===== config.mk =====
export PLATFORM = sky130hd
export DESIGN_NAME = mma_seq
export DESIGN_NICKNAME = d
export VERILOG_FILES = /design/src/sv/mma_pkg.sv /design/src/sv/mma_seq.sv
export SDC_FILE = /design/constraint.sdc
export NUM_CORES = 1
export LEC_CHECK = 0
export ABC_CLOCK_PERIOD_IN_PS = 2100
export BUFFER_PORTS_ARGS = -buffer_cell sky130_fd_sc_hd__buf_2
export CAP_MARGIN = 15
export CORE_AREA = 2 2 39 41
export CTS_BUF_LIST = sky130_fd_sc_hd__clkbuf_16
export CTS_CLUSTER_SIZE = 10
export DETAILED_ROUTE_END_ITERATION = 10
export DIE_AREA = 0 0 41 43
export PLACE_DENSITY = 0.64
export SYNTH_ARGS = -nofsm -noshare
export SYNTH_HDL_FRONTEND = slang
export SYNTH_SLANG_ARGS = --single-unit

===== constraint.sdc =====
create_clock -name clk -period 2.1 [get_ports clk]
set_input_delay 0.21 -clock clk [delete_from_list [all_inputs] [get_ports clk]]
set_output_delay 0.21 -clock clk [all_outputs]
set_load 0.01 [all_outputs]

===== src/sv/mma_pkg.sv =====
`timescale 1ns / 1ps
// ----------------------------------------------------------------------------
// mma_pkg
// Shared types, codes and the control program of the matrix multiply block.
// ----------------------------------------------------------------------------
package mma_pkg;

  localparam int DATA_W        = 16;
  localparam int MAX_DIM_DEF   = 16;
  localparam int DIM_REG_W     = 5;
  localparam int CFG_INDEX_W   = 3;
  localparam int STEP_W        = 4;

  localparam logic [2:0] CMD_LOAD_A  = 3'd0;
  localparam logic [2:0] CMD_LOAD_B  = 3'd1;
  localparam logic [2:0] CMD_LOAD_C  = 3'd2;
  localparam logic [2:0] CMD_COMPUTE = 3'd3;
  localparam logic [2:0] CMD_READ_C  = 3'd4;

  localparam logic [CFG_INDEX_W-1:0] REG_ROWS_M  = 3'd0;
  localparam logic [CFG_INDEX_W-1:0] REG_DEPTH_K = 3'd1;
  localparam logic [CFG_INDEX_W-1:0] REG_COLS_N  = 3'd2;
  localparam logic [CFG_INDEX_W-1:0] REG_ALPHA   = 3'd3;
  localparam logic [CFG_INDEX_W-1:0] REG_BETA    = 3'd4;
  localparam logic [CFG_INDEX_W-1:0] REG_TRANS_A = 3'd5;
  localparam logic [CFG_INDEX_W-1:0] REG_TRANS_B = 3'd6;

  localparam logic [STEP_W-1:0] ST_INIT   = 4'd0;
  localparam logic [STEP_W-1:0] ST_RD_C   = 4'd1;
  localparam logic [STEP_W-1:0] ST_SCALE  = 4'd2;
  localparam logic [STEP_W-1:0] ST_SHIFT  = 4'd3;
  localparam logic [STEP_W-1:0] ST_RD_AB  = 4'd4;
  localparam logic [STEP_W-1:0] ST_MUL    = 4'd5;
  localparam logic [STEP_W-1:0] ST_ACC    = 4'd6;
  localparam logic [STEP_W-1:0] ST_ALPHA  = 4'd7;
  localparam logic [STEP_W-1:0] ST_ADD    = 4'd8;
  localparam logic [STEP_W-1:0] ST_WR     = 4'd9;

  typedef struct packed {
    logic [2:0]              cmd;
    logic [3:0]              row;
    logic [3:0]              col;
    logic signed [DATA_W-1:0] value;
  } item_t;

  typedef struct packed {
    logic signed [DATA_W-1:0] read_value;
    logic                     status;
    logic                     saturated;
  } result_t;

  typedef enum logic [1:0] {
    JMP_NEXT = 2'd0,
    JMP_P    = 2'd1,
    JMP_ELEM = 2'd2
  } jump_t;

  typedef struct packed {
    logic              init;
    logic              rd_c;
    logic              scale;
    logic              shift;
    logic              rd_ab;
    logic              mul;
    logic              acc;
    logic              alpha_mul;
    logic              add;
    logic              wr_c;
    jump_t             jump;
    logic [STEP_W-1:0] target;
  } uword_t;

  typedef struct packed {
    logic p_more;
    logic elem_more;
  } seq_flags_t;

  function automatic uword_t ucode(input logic [STEP_W-1:0] step);
    uword_t w;
    w        = '0;
    w.jump   = JMP_NEXT;
    w.target = ST_INIT;
    case (step)
      ST_INIT:  w.init      = 1'b1;
      ST_RD_C:  w.rd_c      = 1'b1;
      ST_SCALE: w.scale     = 1'b1;
      ST_SHIFT: w.shift     = 1'b1;
      ST_RD_AB: w.rd_ab     = 1'b1;
      ST_MUL:   w.mul       = 1'b1;
      ST_ACC: begin
        w.acc    = 1'b1;
        w.jump   = JMP_P;
        w.target = ST_RD_AB;
      end
      ST_ALPHA: w.alpha_mul = 1'b1;
      ST_ADD:   w.add       = 1'b1;
      ST_WR: begin
        w.wr_c   = 1'b1;
        w.jump   = JMP_ELEM;
        w.target = ST_RD_C;
      end
      default: begin
        w.jump   = JMP_ELEM;
        w.target = ST_INIT;
      end
    endcase
    return w;
  endfunction

endpackage


===== src/sv/mma_seq.sv =====
`timescale 1ns / 1ps
// ----------------------------------------------------------------------------
// mma_seq
// Microcode sequencer: step counter over the control table, with jumps.
// ----------------------------------------------------------------------------
module mma_seq (
  input  logic               clk,
  input  logic               rst,
  input  logic               go,
  input  mma_pkg::seq_flags_t flags,
  output mma_pkg::uword_t    ctrl,
  output logic               running
);

  logic [mma_pkg::STEP_W-1:0] step;
  mma_pkg::uword_t            word;

  assign word = mma_pkg::ucode(step);
  assign ctrl = running ? word : '0;

  always_ff @(posedge clk) begin
    if (rst) begin
      running <= 1'b0;
      step    <= mma_pkg::ST_INIT;
    end else if (!running) begin
      if (go) begin
        running <= 1'b1;
        step    <= mma_pkg::ST_INIT;
      end
    end else begin
      unique case (word.jump)
        mma_pkg::JMP_NEXT: step <= step + 1'b1;
        mma_pkg::JMP_P: begin
          step <= flags.p_more ? word.target : step + 1'b1;
        end
        mma_pkg::JMP_ELEM: begin
          if (flags.elem_more) begin
            step <= word.target;
          end else begin
            running <= 1'b0;
            step    <= mma_pkg::ST_INIT;
          end
        end
        default: begin
          running <= 1'b0;
          step    <= mma_pkg::ST_INIT;
        end
      endcase
    end
  end

endmodule


# Yosys cells after proc, flatten, opt, wreduce, memory -nomap -nowiden
# Index checks and enable logic that the tools add are counted.
# W data, S select, Z words.
[word_totals] mem_bits_ro=0 inputBits=5 ramBits=0 memories=0 latch_bits=0 regBits=5 elab_cells=40
[classes] mul=0 addsub=1 bitwise=0 n_div=0 shift=0 magnitude_cmp=0 n_eq_ne=11 n_reduce_logical=5 mux=21
[ops] operator="$pmux W6 S3" count=1
[ops] operator="$eq A4 B3 Y1 const B" count=4
[ops] operator="$mux W16" count=1
[ops] operator="$mux W4" count=4
[ops] operator="$mux W1" count=13
[ops] operator="$pmux W4 S3" count=1
[ops] operator="$eq A4 B2 Y1 const B" count=2
[ops] operator="$eq A4 B4 Y1 const B" count=2
[ops] operator="$reduce_or A8 Y1" count=1
[ops] operator="$add A4 B1 Y4 const B" count=1
[ops] operator="$eq A4 B1 Y1 const B" count=1
[ops] operator="$logic_not A4 Y1" count=1
[ops] operator="$eq A2 B1 Y1 const B" count=1
[ops] operator="$eq A2 B2 Y1 const B" count=1
[ops] operator="$logic_not A2 Y1" count=1
[ops] operator="$pmux W1 S2" count=1
[ops] operator="$reduce_bool A2 Y1" count=1
[ops] operator="$reduce_or A2 Y1" count=1

# Logic depth before layout (Yosys ltp)
# Gate-level depths: netlist of run 1.
[depth] depth_word=7 ltp_mapped=6 ltp_nobuf=6

# Worst setup path after synthesis of run 1
# Ideal clock, no wire load.
[synth_timing] path_kind="register to output" startpoint="reg step[0] in the netlist's numbering" endpoint="out ctrl[5] in the netlist's numbering" n_path_buf=0 t_arrival_ns=1.497 slack_ns=0.393 stages_incl_launch_ff=6 path_cell_list="dfxtp_1 inv_1 ha_1 or4_4 o211ai_1 and2_1"
[synth_lines] element="start, declared" line_no="mma_seq.sv:15" source="logic [mma_pkg::STEP_W-1:0] step;"
[synth_lines] element="start signal, assigned" line_no="mma_seq.sv:24" source="step <= mma_pkg::ST_INIT;"
[synth_lines] element="start signal, assigned" line_no="mma_seq.sv:28" source="step <= mma_pkg::ST_INIT;"
[synth_lines] element="start signal, assigned" line_no="mma_seq.sv:32" source="mma_pkg::JMP_NEXT: step <= step + 1'b1;"
[synth_lines] element="end, declared" line_no="mma_seq.sv:11" source="output mma_pkg::uword_t ctrl,"

==> results of run 1 <==
metal layers:
metal	vias to the layer above	global-route usage	share of wire
met5	-	0	0
met4	0	0.1600	0.038
met3	5	0.06283	0.10
met2	28	0.2094	0.45
met1	221	0.1661	0.42
li1	249	-	-
area by class of cell:
| class | instances | area [µm²] |
|---|---|---|
| Inverter | 4 | 15.01 |
| Multi-Input combinational cell | 48 | 291.5 |
| Sequential cell | 5 | 105.1 |
| Clock buffer | 3 | 75.07 |
| Fill cell | 149 | 778.2 |
| Tap cell | 16 | 20.02 |
| Clock inverter | 1 | 3.754 |
| Timing Repair Buffer | 19 | 95.09 |
per-stage QoR:
step / hold WS, ns / utilization / cell area (µm²) / power (mW) / setup WS, ns
2_1_floorplan: 0.2791 / - / 436.7 / 0.1394 / 0.3931
3_3_place_gp: 0.4424 / 0.3752 / 519.2 / 0.1524 / 0.2670
4_1_cts: 0.1983 / 0.4340 / 600.6 / 0.4722 / 0.006926
5_1_grt: 0.2134 / 0.4376 / 605.6 / 0.4873 / 0.001118
3_5_place_dp: 0.4383 / 0.3752 / 519.2 / 0.1538 / 0.1792
6_report: 0.2076 / 0.4376 / 605.6 / 0.4663 / 0.07191
sequential cells by signal, summed over array words and instances, names as in the netlist:
signal / flops
step: 4
running: 1
placed cells by master, fill, tap and decap left out:
master / instances
o211ai_1: 1
ha_2: 1
and2_1: 1
and3_1: 1
inv_1: 5
nor3_1: 4
nand3b_1: 2
a31oi_1: 2
o2111a_2: 1
dfxtp_1: 3
nor3b_1: 1
a22oi_1: 1
a21oi_1: 1
or3_1: 1
o21ai_0: 3
dfxtp_2: 1
nand4_1: 1
nand2_1: 6
a32oi_1: 1
dfxtp_4: 1
nor2_1: 10
nand3_1: 2
or4_4: 1
clkbuf_16: 3
ha_1: 3
nand2b_1: 1
a211oi_1: 1
buf_2: 19
conb_1: 2
cells in the mapped netlist (all sizes together), types with 2 or more instances:
cell	n	area, µm²
nor3	4	20.02
dfxtp	5	100.1
inv	4	15.01
buf	5	32.53
a31oi	2	12.51
nor2	10	37.54
nand2	6	22.52
o21ai	3	15.01
nand3b	2	15.01
nand3	2	10.01
ha	4	50.05
logic make-up (layout without fill, tap and decap cells):
kind of cell    count (synthesis)  after routing  share of synthesized area
flops                           5              5                     0.2312
buf+inv                         9             27                     0.1098
compound gates                 11             11                     0.1763
fa+ha+maj                       4              4                     0.1156
simple gates                   31             31                     0.3584
other cells                     1              2                   0.008662
worst max-delay path, stage by stage (launching register included):
cell      delay (ns)
dfxtp_4         0.35
inv_1           0.07
ha_2            0.21
or4_4           0.54
o211ai_1        0.12
and2_1          0.17
buf_2           0.13
worst max-delay path by stage:
stage               cells after the start  endpoint  slack, ns
finish                                  6   ctrl[5]       0.07
detailed placement                      6   ctrl[5]       0.18
CTS                                     6   ctrl[5]      0.007
global route                            6   ctrl[5]      0.001
floorplan                               5   ctrl[5]       0.39
global placement                        6   ctrl[5]       0.27
power by group:
| part | internal, mW | switching [mW] |
|---|---|---|
| combinational | 0.0209 | 0.0278 |
| sequential | 0.0995 | 0.00601 |
| clock | 0.247 | 0.0653 |
timing repair:
action                                  4_1_cts  5_1_grt
endpoints found under the setup margin        1        1
resized for setup                             2        2
pin swaps                                     0        1
==> impl_metrics.env, run 1 <==
export IMPL_synth_cell_types=26
export IMPL_ff2ff_setup_slack_ns=0.37
export IMPL_numCtsBuffers=3
export IMPL_worstPathRequired_ns=1.89
export IMPL_crit_fanout=5
export IMPL_hold_path_class="input port to flip-flop"
export IMPL_cts_sinks=5
export IMPL_antenna_left=0
export IMPL_fmax_mhz=493.1
export IMPL_rows=14
export IMPL_synth_cells=61
export IMPL_wl_per_cell_um=12.16
export IMPL_htreeDepth=1
export IMPL_cts_tree="built"
export IMPL_die_w_um=41
export IMPL_crit_path_end_kind="output pin"
export IMPL_dpl_hpwl_um=827.4
export IMPL_powerDensity_nw_per_um2=769.9
export IMPL_crit_start="step[0]"
export IMPL_whs_path_depth=2
export IMPL_grt_pass1_vias=390
export IMPL_syn_avg_cell_area_um2=7.097
export IMPL_dp_cells=92
export IMPL_crit_type="flip-flop to output pin"
export IMPL_clock_tree_root_cell="clkbuf_16"
export IMPL_synth_seq_area_share=0.2312
export IMPL_setup_tns_ns=0
export IMPL_synth_edf_count=0
export IMPL_antenna_found_initial=0
export IMPL_maxCapViolations=0
export IMPL_grt_overflow=0
export IMPL_clk_pin_slew_worst_paths_ns=0.03
export IMPL_min_to="step[0]"
export IMPL_rsz0062_at_grt="false"
export IMPL_ioPinCount=22
export IMPL_grt_pass1_wl_um=1683
export IMPL_place_congestion=0.8265
export IMPL_min_from="rst"
export IMPL_clk_insertion_delay_late_ns=0.23
export IMPL_die_area_um2=1763
export IMPL_setup_viol=0
export IMPL_status="complete, no violations"
export IMPL_wirelength_um=1167
export IMPL_synth_seq_cells=5
export IMPL_finalNetCount=90
export IMPL_grtUsageTotal=0.1553
export IMPL_core_area_um2=1384
export IMPL_synth_warnings=0
export IMPL_via_count=503
export IMPL_slew_violations=0
export IMPL_dieHeight_um=43
export IMPL_drive_gt1_frac=0.3375
export IMPL_syn_cell_area_um2=432.9
export IMPL_drc=0
export IMPL_area_growth_pct=39.88
export IMPL_drtIter0Drc=17
export IMPL_synth_main_ff_cell="dfxtp_1"
export IMPL_ctsHoldBuffers=0
export IMPL_startpoint_type="flip-flop"
export IMPL_cts_setup_buffers=0
export IMPL_p_leak_nw=0.2754
export IMPL_clock_path_buffers=2
export IMPL_grt_max_degree=13
export IMPL_antennaDiodeCount=0
export IMPL_initial_utilization=0.3128
export IMPL_vdd_ir_drop_worst_mv=0.4181
export IMPL_period_share=0.9658
export IMPL_r2r_end="step[1]"
export IMPL_place_port_buffers=19
export IMPL_final_cells=96
export IMPL_period_needed_ns=2.028
export IMPL_synthArstFlopShare=0
export IMPL_r2r_cells=6
export IMPL_avgViaCountPerCell=5.240
export IMPL_rr_startpoint="step[0]"
export IMPL_arrival_ns=1.82
export IMPL_dr_pass1_iters=4
export IMPL_hold_viol=0
export IMPL_finClkSkew_ns=0.001087
No activity file was read; power rests on OpenSTA's default activity.
==> run 2, diff against run 1 <==
- ABC_AREA: unset -> 1
- PLACE_DENSITY: 0.64 -> 0.68
==> run 2 against run 1 <==
Effect of this change: critical path depth increased by 2; die area unchanged; synthesized area increased by 10%; critical endpoint unchanged; first-iteration DRC count decreased by 65%; routed wire length decreased by 7.5%.
==> impl_metrics.env, run 2 <==
export IMPL_synth_cell_types=23
export IMPL_arrival_ns=1.47
export IMPL_largestRegisters="step: 4 flops, running: 1 flops"
export IMPL_cpPeakStageDelay_ns=0.38
export IMPL_drtIter0Drc=6
export IMPL_synth_cells=72
export IMPL_hold_viol=0
export IMPL_htreeDepth=1
export IMPL_powerDensity_nw_per_um2=731.7
export IMPL_nFillCells=150
export IMPL_antennaDiodeCount=0
export IMPL_post_dp_cell_area_um2=559.3
export IMPL_rows=14
export IMPL_cts_setup_buffers=0
export IMPL_synth_top_area_share=0.2100
export IMPL_grt_overflow=0
export IMPL_syn_cell_area_um2=476.7
export IMPL_place_congestion=0.8217
export IMPL_synthTopCellsByArea="dfxtp_1, nand2_1, ha_1"
export IMPL_cts_sinks=5
export IMPL_startpoint_type="flip-flop"
export IMPL_synth_seq_area_share=0.2100
export IMPL_layout_commonest_cell="buf_2"
export IMPL_crit_path_end_kind="output pin"
export IMPL_synth_edf_count=0
export IMPL_dp_cells=104
export IMPL_top_register="step"
export IMPL_drive_gt1_frac=0.3152
export IMPL_core_area_um2=1384
export IMPL_area_growth_pct=33.86
export IMPL_grtUsageTotal=0.1457
export IMPL_maxCapViolations=0
export IMPL_fmax_mhz=596.0
export IMPL_cpMostUsedCell="inv_1"
export IMPL_setup_tns_ns=0
export IMPL_yosysMostFrequentCell="nand2_1"
export IMPL_largest_register_ff_count=4
export IMPL_ioPinCount=22
export IMPL_period_needed_ns=1.678
export IMPL_dpl_hpwl_um=848.6
export IMPL_wirelength_um=1080
export IMPL_place_port_buffers=19
export IMPL_slew_violations=0
export IMPL_clk_pin_slew_worst_paths_ns=0.03
export IMPL_rr_startpoint="step[0]"
export IMPL_finalNetCount=102
export IMPL_crit_fanout=5
export IMPL_synth_main_ff_cell="dfxtp_1"
export IMPL_vdd_ir_drop_worst_mv=0.4803
export IMPL_p_leak_nw=0.3262
export IMPL_drc=0
export IMPL_hold_path_class="input port to flip-flop"
export IMPL_numCtsBuffers=3
export IMPL_fin_util=0.4611
export IMPL_syn_avg_cell_area_um2=6.621
export IMPL_min_from="rst"
export IMPL_pre_cts_ws_ns=0.6539
export IMPL_fin_ws_ns=0.4221
export IMPL_path_cells="inv_1, ha_1, nor2_1, nand2_1, nand2_2, o21ai_0, inv_1, buf_2"
export IMPL_rsz0062_at_grt="false"
export IMPL_ctsHoldBuffers=0
export IMPL_dr_pass1_iters=3
export IMPL_status="complete, no violations"
export IMPL_dieHeight_um=43
export IMPL_synthArstFlopShare=0
export IMPL_antenna_found_initial=0
export IMPL_cp_slowest_cell="dfxtp_1"
export IMPL_critPathTopFamily="flip-flops"
export IMPL_cp_num_buf_inv=3
export IMPL_final_cell_mix="buf_2, nand2_1, nor2_1"
export IMPL_grt_pass1_vias=438
export IMPL_clock_path_buffers=2
export IMPL_cts_tree="built"
export IMPL_grt_max_degree=12
export IMPL_die_area_um2=1763
export IMPL_clock_tree_root_cell="clkbuf_16"
export IMPL_clk_insertion_delay_late_ns=0.22
export IMPL_grt_pass1_wl_um=1738
export IMPL_synthTopCellsByCount="nand2_1, nor2_1, inv_1, dfxtp_1, ha_1"
export IMPL_wl_per_cell_um=10.00
export IMPL_antenna_left=0
export IMPL_crit_type="flip-flop to output pin"
export IMPL_netlist_top_cell_by_area="dfxtp_1"
export IMPL_final_cells=108
export IMPL_finClkSkew_ns=0.0004979
export IMPL_setup_viol=0
export IMPL_ctsResizeCount=0
export IMPL_synth_warnings=0
export IMPL_avgViaCountPerCell=4.509
export IMPL_die_w_um=41
export IMPL_synth_seq_cells=5
export IMPL_via_count=487
export IMPL_worstPathRequired_ns=1.89
export IMPL_initial_utilization=0.3445
export IMPL_period_share=0.7990
export IMPL_crit_start="step[0]"
export IMPL_fin_area_um2=638.1
run 2: worst paths after layout:
path	endpoint	slack, ns	depth (start not counted)
worst min register to register	step[1]	0.52	2
worst max register to register	running	0.67	9
worst min-delay path	step[0]	0.21	2
worst max-delay path	ctrl[5]	0.42	8
run 2: metal layers:
layer  global-route usage  share of wire  up-vias
met5                    0              0        -
met4              0.09333          0.013        0
met3              0.03665          0.055        2
met2               0.2281           0.50       17
met1               0.1645           0.43      200
li1                     -              -      268
run 2: power by group:
| part | total [mW] | switching (mW) | internal, mW |
|---|---|---|---|
| Clock | 0.305 | 0.0590 | 0.246 |
| Sequential | 0.107 | 0.00742 | 0.0996 |
| Combinational | 0.0546 | 0.0341 | 0.0205 |
run 2: kinds of logic after synthesis:
kind of cell	count (synthesis)	synth area share
compound gates	11	0.1470
xor+xnor	1	0.01838
fa+ha+maj	4	0.1050
buf+inv	12	0.1391
flops	5	0.2100
other cells	1	0.007866
simple gates	38	0.3727
run 2: per-stage QoR:
stage | hold slack [ns] | total power [mW]
after global placement | 0.4415 | 0.1623
after detailed placement | 0.4403 | 0.1630
after global routing | 0.2159 | 0.4911
final | 0.2069 | 0.4669
after CTS | 0.2073 | 0.4744
after floorplan | 0.2724 | 0.1518
run 2: area by class of cell:
type,count,area [µm²],share of cell area
clock buffer,3,75.07,0.1176
multi-input combinational,56,314.1,0.4922
clock inverter,1,3.754,0.005882
tap,16,20.02,0.03137
timing repair buffer,19,95.09,0.1490
sequential,5,100.1,0.1569
inverter,8,30.03,0.04706
==> run 3, diff against run 2 <==
- ABC_AREA: 1 -> 0
- ABC_CLOCK_PERIOD_IN_PS: 2100 -> 1600
- PLACE_DENSITY: 0.68 -> 0.64
- clock period: 2.1 -> 1.6 ns (I/O delays scaled with it)
==> run 3 against run 2 <==
Effect of this change: the flow now finishes with violations (negative setup slack); design area is 7.1% higher; setup slack worse by 0.70 ns; first-iteration DRC count down 50%; sequential share of layout area is 0.065 points higher; critical path type unchanged; critical endpoint unchanged.
==> impl_metrics.env, run 3 (synthesis results as in run 1) <==
export IMPL_maxCapViolations=0
export IMPL_ff2ff_setup_slack_ns=-0.02
export IMPL_top_register="step"
export IMPL_hold_viol=0
export IMPL_wirelength_um=1137
export IMPL_startpoint_type="flip-flop"
export IMPL_r2r_cells=6
export IMPL_whs_path_depth=2
export IMPL_nFillCells=144
export IMPL_dr_pass1_iters=5
export IMPL_period_share=1.174
export IMPL_antennaDiodeCount=0
export IMPL_fin_util=0.4937
export IMPL_clk_insertion_delay_late_ns=0.23
export IMPL_clock_path_buffers=2
export IMPL_pre_cts_ws_ns=-0.1004
export IMPL_setup_tns_ns=-0.3021
export IMPL_fmax_mhz=532.3
export IMPL_htreeDepth=1
export IMPL_cts_sinks=5
export IMPL_core_area_um2=1384
export IMPL_p_total_mw=0.6188
export IMPL_via_count=500
export IMPL_crit_path_end_kind="output pin"
export IMPL_dpl_hpwl_um=849.3
export IMPL_crit_start="step[0]"
export IMPL_setup_viol=2
export IMPL_dieHeight_um=43
export IMPL_wl_per_cell_um=11.26
export IMPL_fin_ws_ns=-0.2787
export IMPL_crit_fanout=4
export IMPL_place_port_buffers=19
export IMPL_r2r_end="step[1]"
export IMPL_drc=0
export IMPL_worstPathRequired_ns=1.44
export IMPL_rsz0062_at_grt="true"
export IMPL_antenna_found_initial=0
export IMPL_grt_max_degree=13
export IMPL_hold_path_class="input port to flip-flop"
export IMPL_largest_register_ff_count=4
export IMPL_critPathTopFamily="simple AND/OR/NAND/NOR gates"
export IMPL_status="finished with violations"
export IMPL_ioPinCount=22
export IMPL_place_congestion=0.7768
export IMPL_largestRegisters="step: 4 flops, running: 1 flops"
export IMPL_drive_gt1_frac=0.4353
export IMPL_drtIter0Drc=3
export IMPL_area_growth_pct=57.80
export IMPL_clock_tree_root_cell="clkbuf_16"
export IMPL_min_to="step[0]"
export IMPL_violations="negative setup slack"
export IMPL_grtUsageTotal=0.1503
export IMPL_slew_violations=0
export IMPL_cts_tree="built"
export IMPL_p_leak_nw=0.3076
export IMPL_rr_startpoint="step[0]"
export IMPL_grt_overflow=0
export IMPL_grt_pass1_wl_um=1731
export IMPL_min_from="rst"
export IMPL_arrival_ns=1.72
export IMPL_layout_commonest_cell="buf_2"
export IMPL_vdd_ir_drop_worst_mv=0.5895
export IMPL_path_cells="inv_4, ha_4, or4_4, o211ai_1, and2_4, buf_6"
export IMPL_numCtsBuffers=3
export IMPL_antenna_left=0
export IMPL_finClkSkew_ns=0.001878
export IMPL_die_area_um2=1763
export IMPL_finalNetCount=95
export IMPL_initial_utilization=0.3128
export IMPL_final_cell_mix="buf_2, nor2_1, nand2_1"
export IMPL_avgViaCountPerCell=4.950
export IMPL_powerDensity_nw_per_um2=905.7
export IMPL_grt_pass1_vias=414
export IMPL_die_w_um=41
export IMPL_cpPeakStageDelay_ns=0.52
export IMPL_crit_type="flip-flop to output pin"
export IMPL_clk_pin_slew_worst_paths_ns=0.03
export IMPL_period_needed_ns=1.879
export IMPL_cp_slowest_cell="or4_4"
export IMPL_rows=14
export IMPL_cp_num_buf_inv=2
## run 3: changes by cell type in the layout (fill, tap and decap cells not counted), moves of 3 or more
cell and change:
nand2_1 -8, buf_4 +5, inv_1 -5, nor2_1 -3
## run 3: worst register-to-register path, cell delays in order, from the launching register on
cell and delay, ns:
dfxtp_4 0.36, inv_4 0.05, ha_4 0.15, or4_4 0.52, o2111a_2 0.18, a32oi_1 0.18, nor2_1 0.05
## run 3: how the worst max path moves through the flow
stage | end | cells after the start | slack (ns)
floorplan | step[1] | 6 | 0.004
global placement | ctrl[5] | 6 | -0.08
detailed placement | ctrl[5] | 6 | -0.10
CTS | ctrl[5] | 6 | -0.29
global route | ctrl[5] | 6 | -0.33
finish | ctrl[5] | 6 | -0.28
## run 3: what timing repair did
item	in CTS	in global routing
buffers inserted	1	0
hold buffers	0	0
pin swaps	2	1
resized for setup	8	3
setup endpoints to repair	5	5
## run 3: routing by layer
| layer | vias up | part of all wire | GRT usage |
|---|---|---|---|
| met4 | 0 | 0 | 0.08000 |
| met2 | 18 | 0.49 | 0.2156 |
| met1 | 222 | 0.45 | 0.1725 |
| met5 | - | 0 | 0 |
| met3 | 0 | 0.064 | 0.07853 |
| li1 | 260 | - | - |
## run 3: layout make-up
type	count	area, µm²	share of cell area
sequential	5	107.6	0.1575
clock inverter	1	3.754	0.005495
tap	16	20.02	0.02930
timing repair buffer	24	138.9	0.2033
inverter	4	17.52	0.02564
multi-input combinational	48	320.3	0.4689
clock buffer	3	75.07	0.1099
## run 3: stage by stage
stage,hold slack (ns),cells,area (µm²)
3_3_place_gp,0.3898,96,556.8
5_1_grt,0.1689,101,683.2
3_5_place_dp,0.3923,96,556.8
4_1_cts,0.1488,101,676.9
6_report,0.1566,101,683.2
2_1_floorplan,0.2217,62,444.2
## run 3: where the power goes
part           total (mW)  leakage, nW  internal [mW]  switching [mW]
logic              0.0791        0.223         0.0387          0.0404
registers           0.138       0.0423          0.129         0.00900
clock network       0.401       0.0423          0.323          0.0780
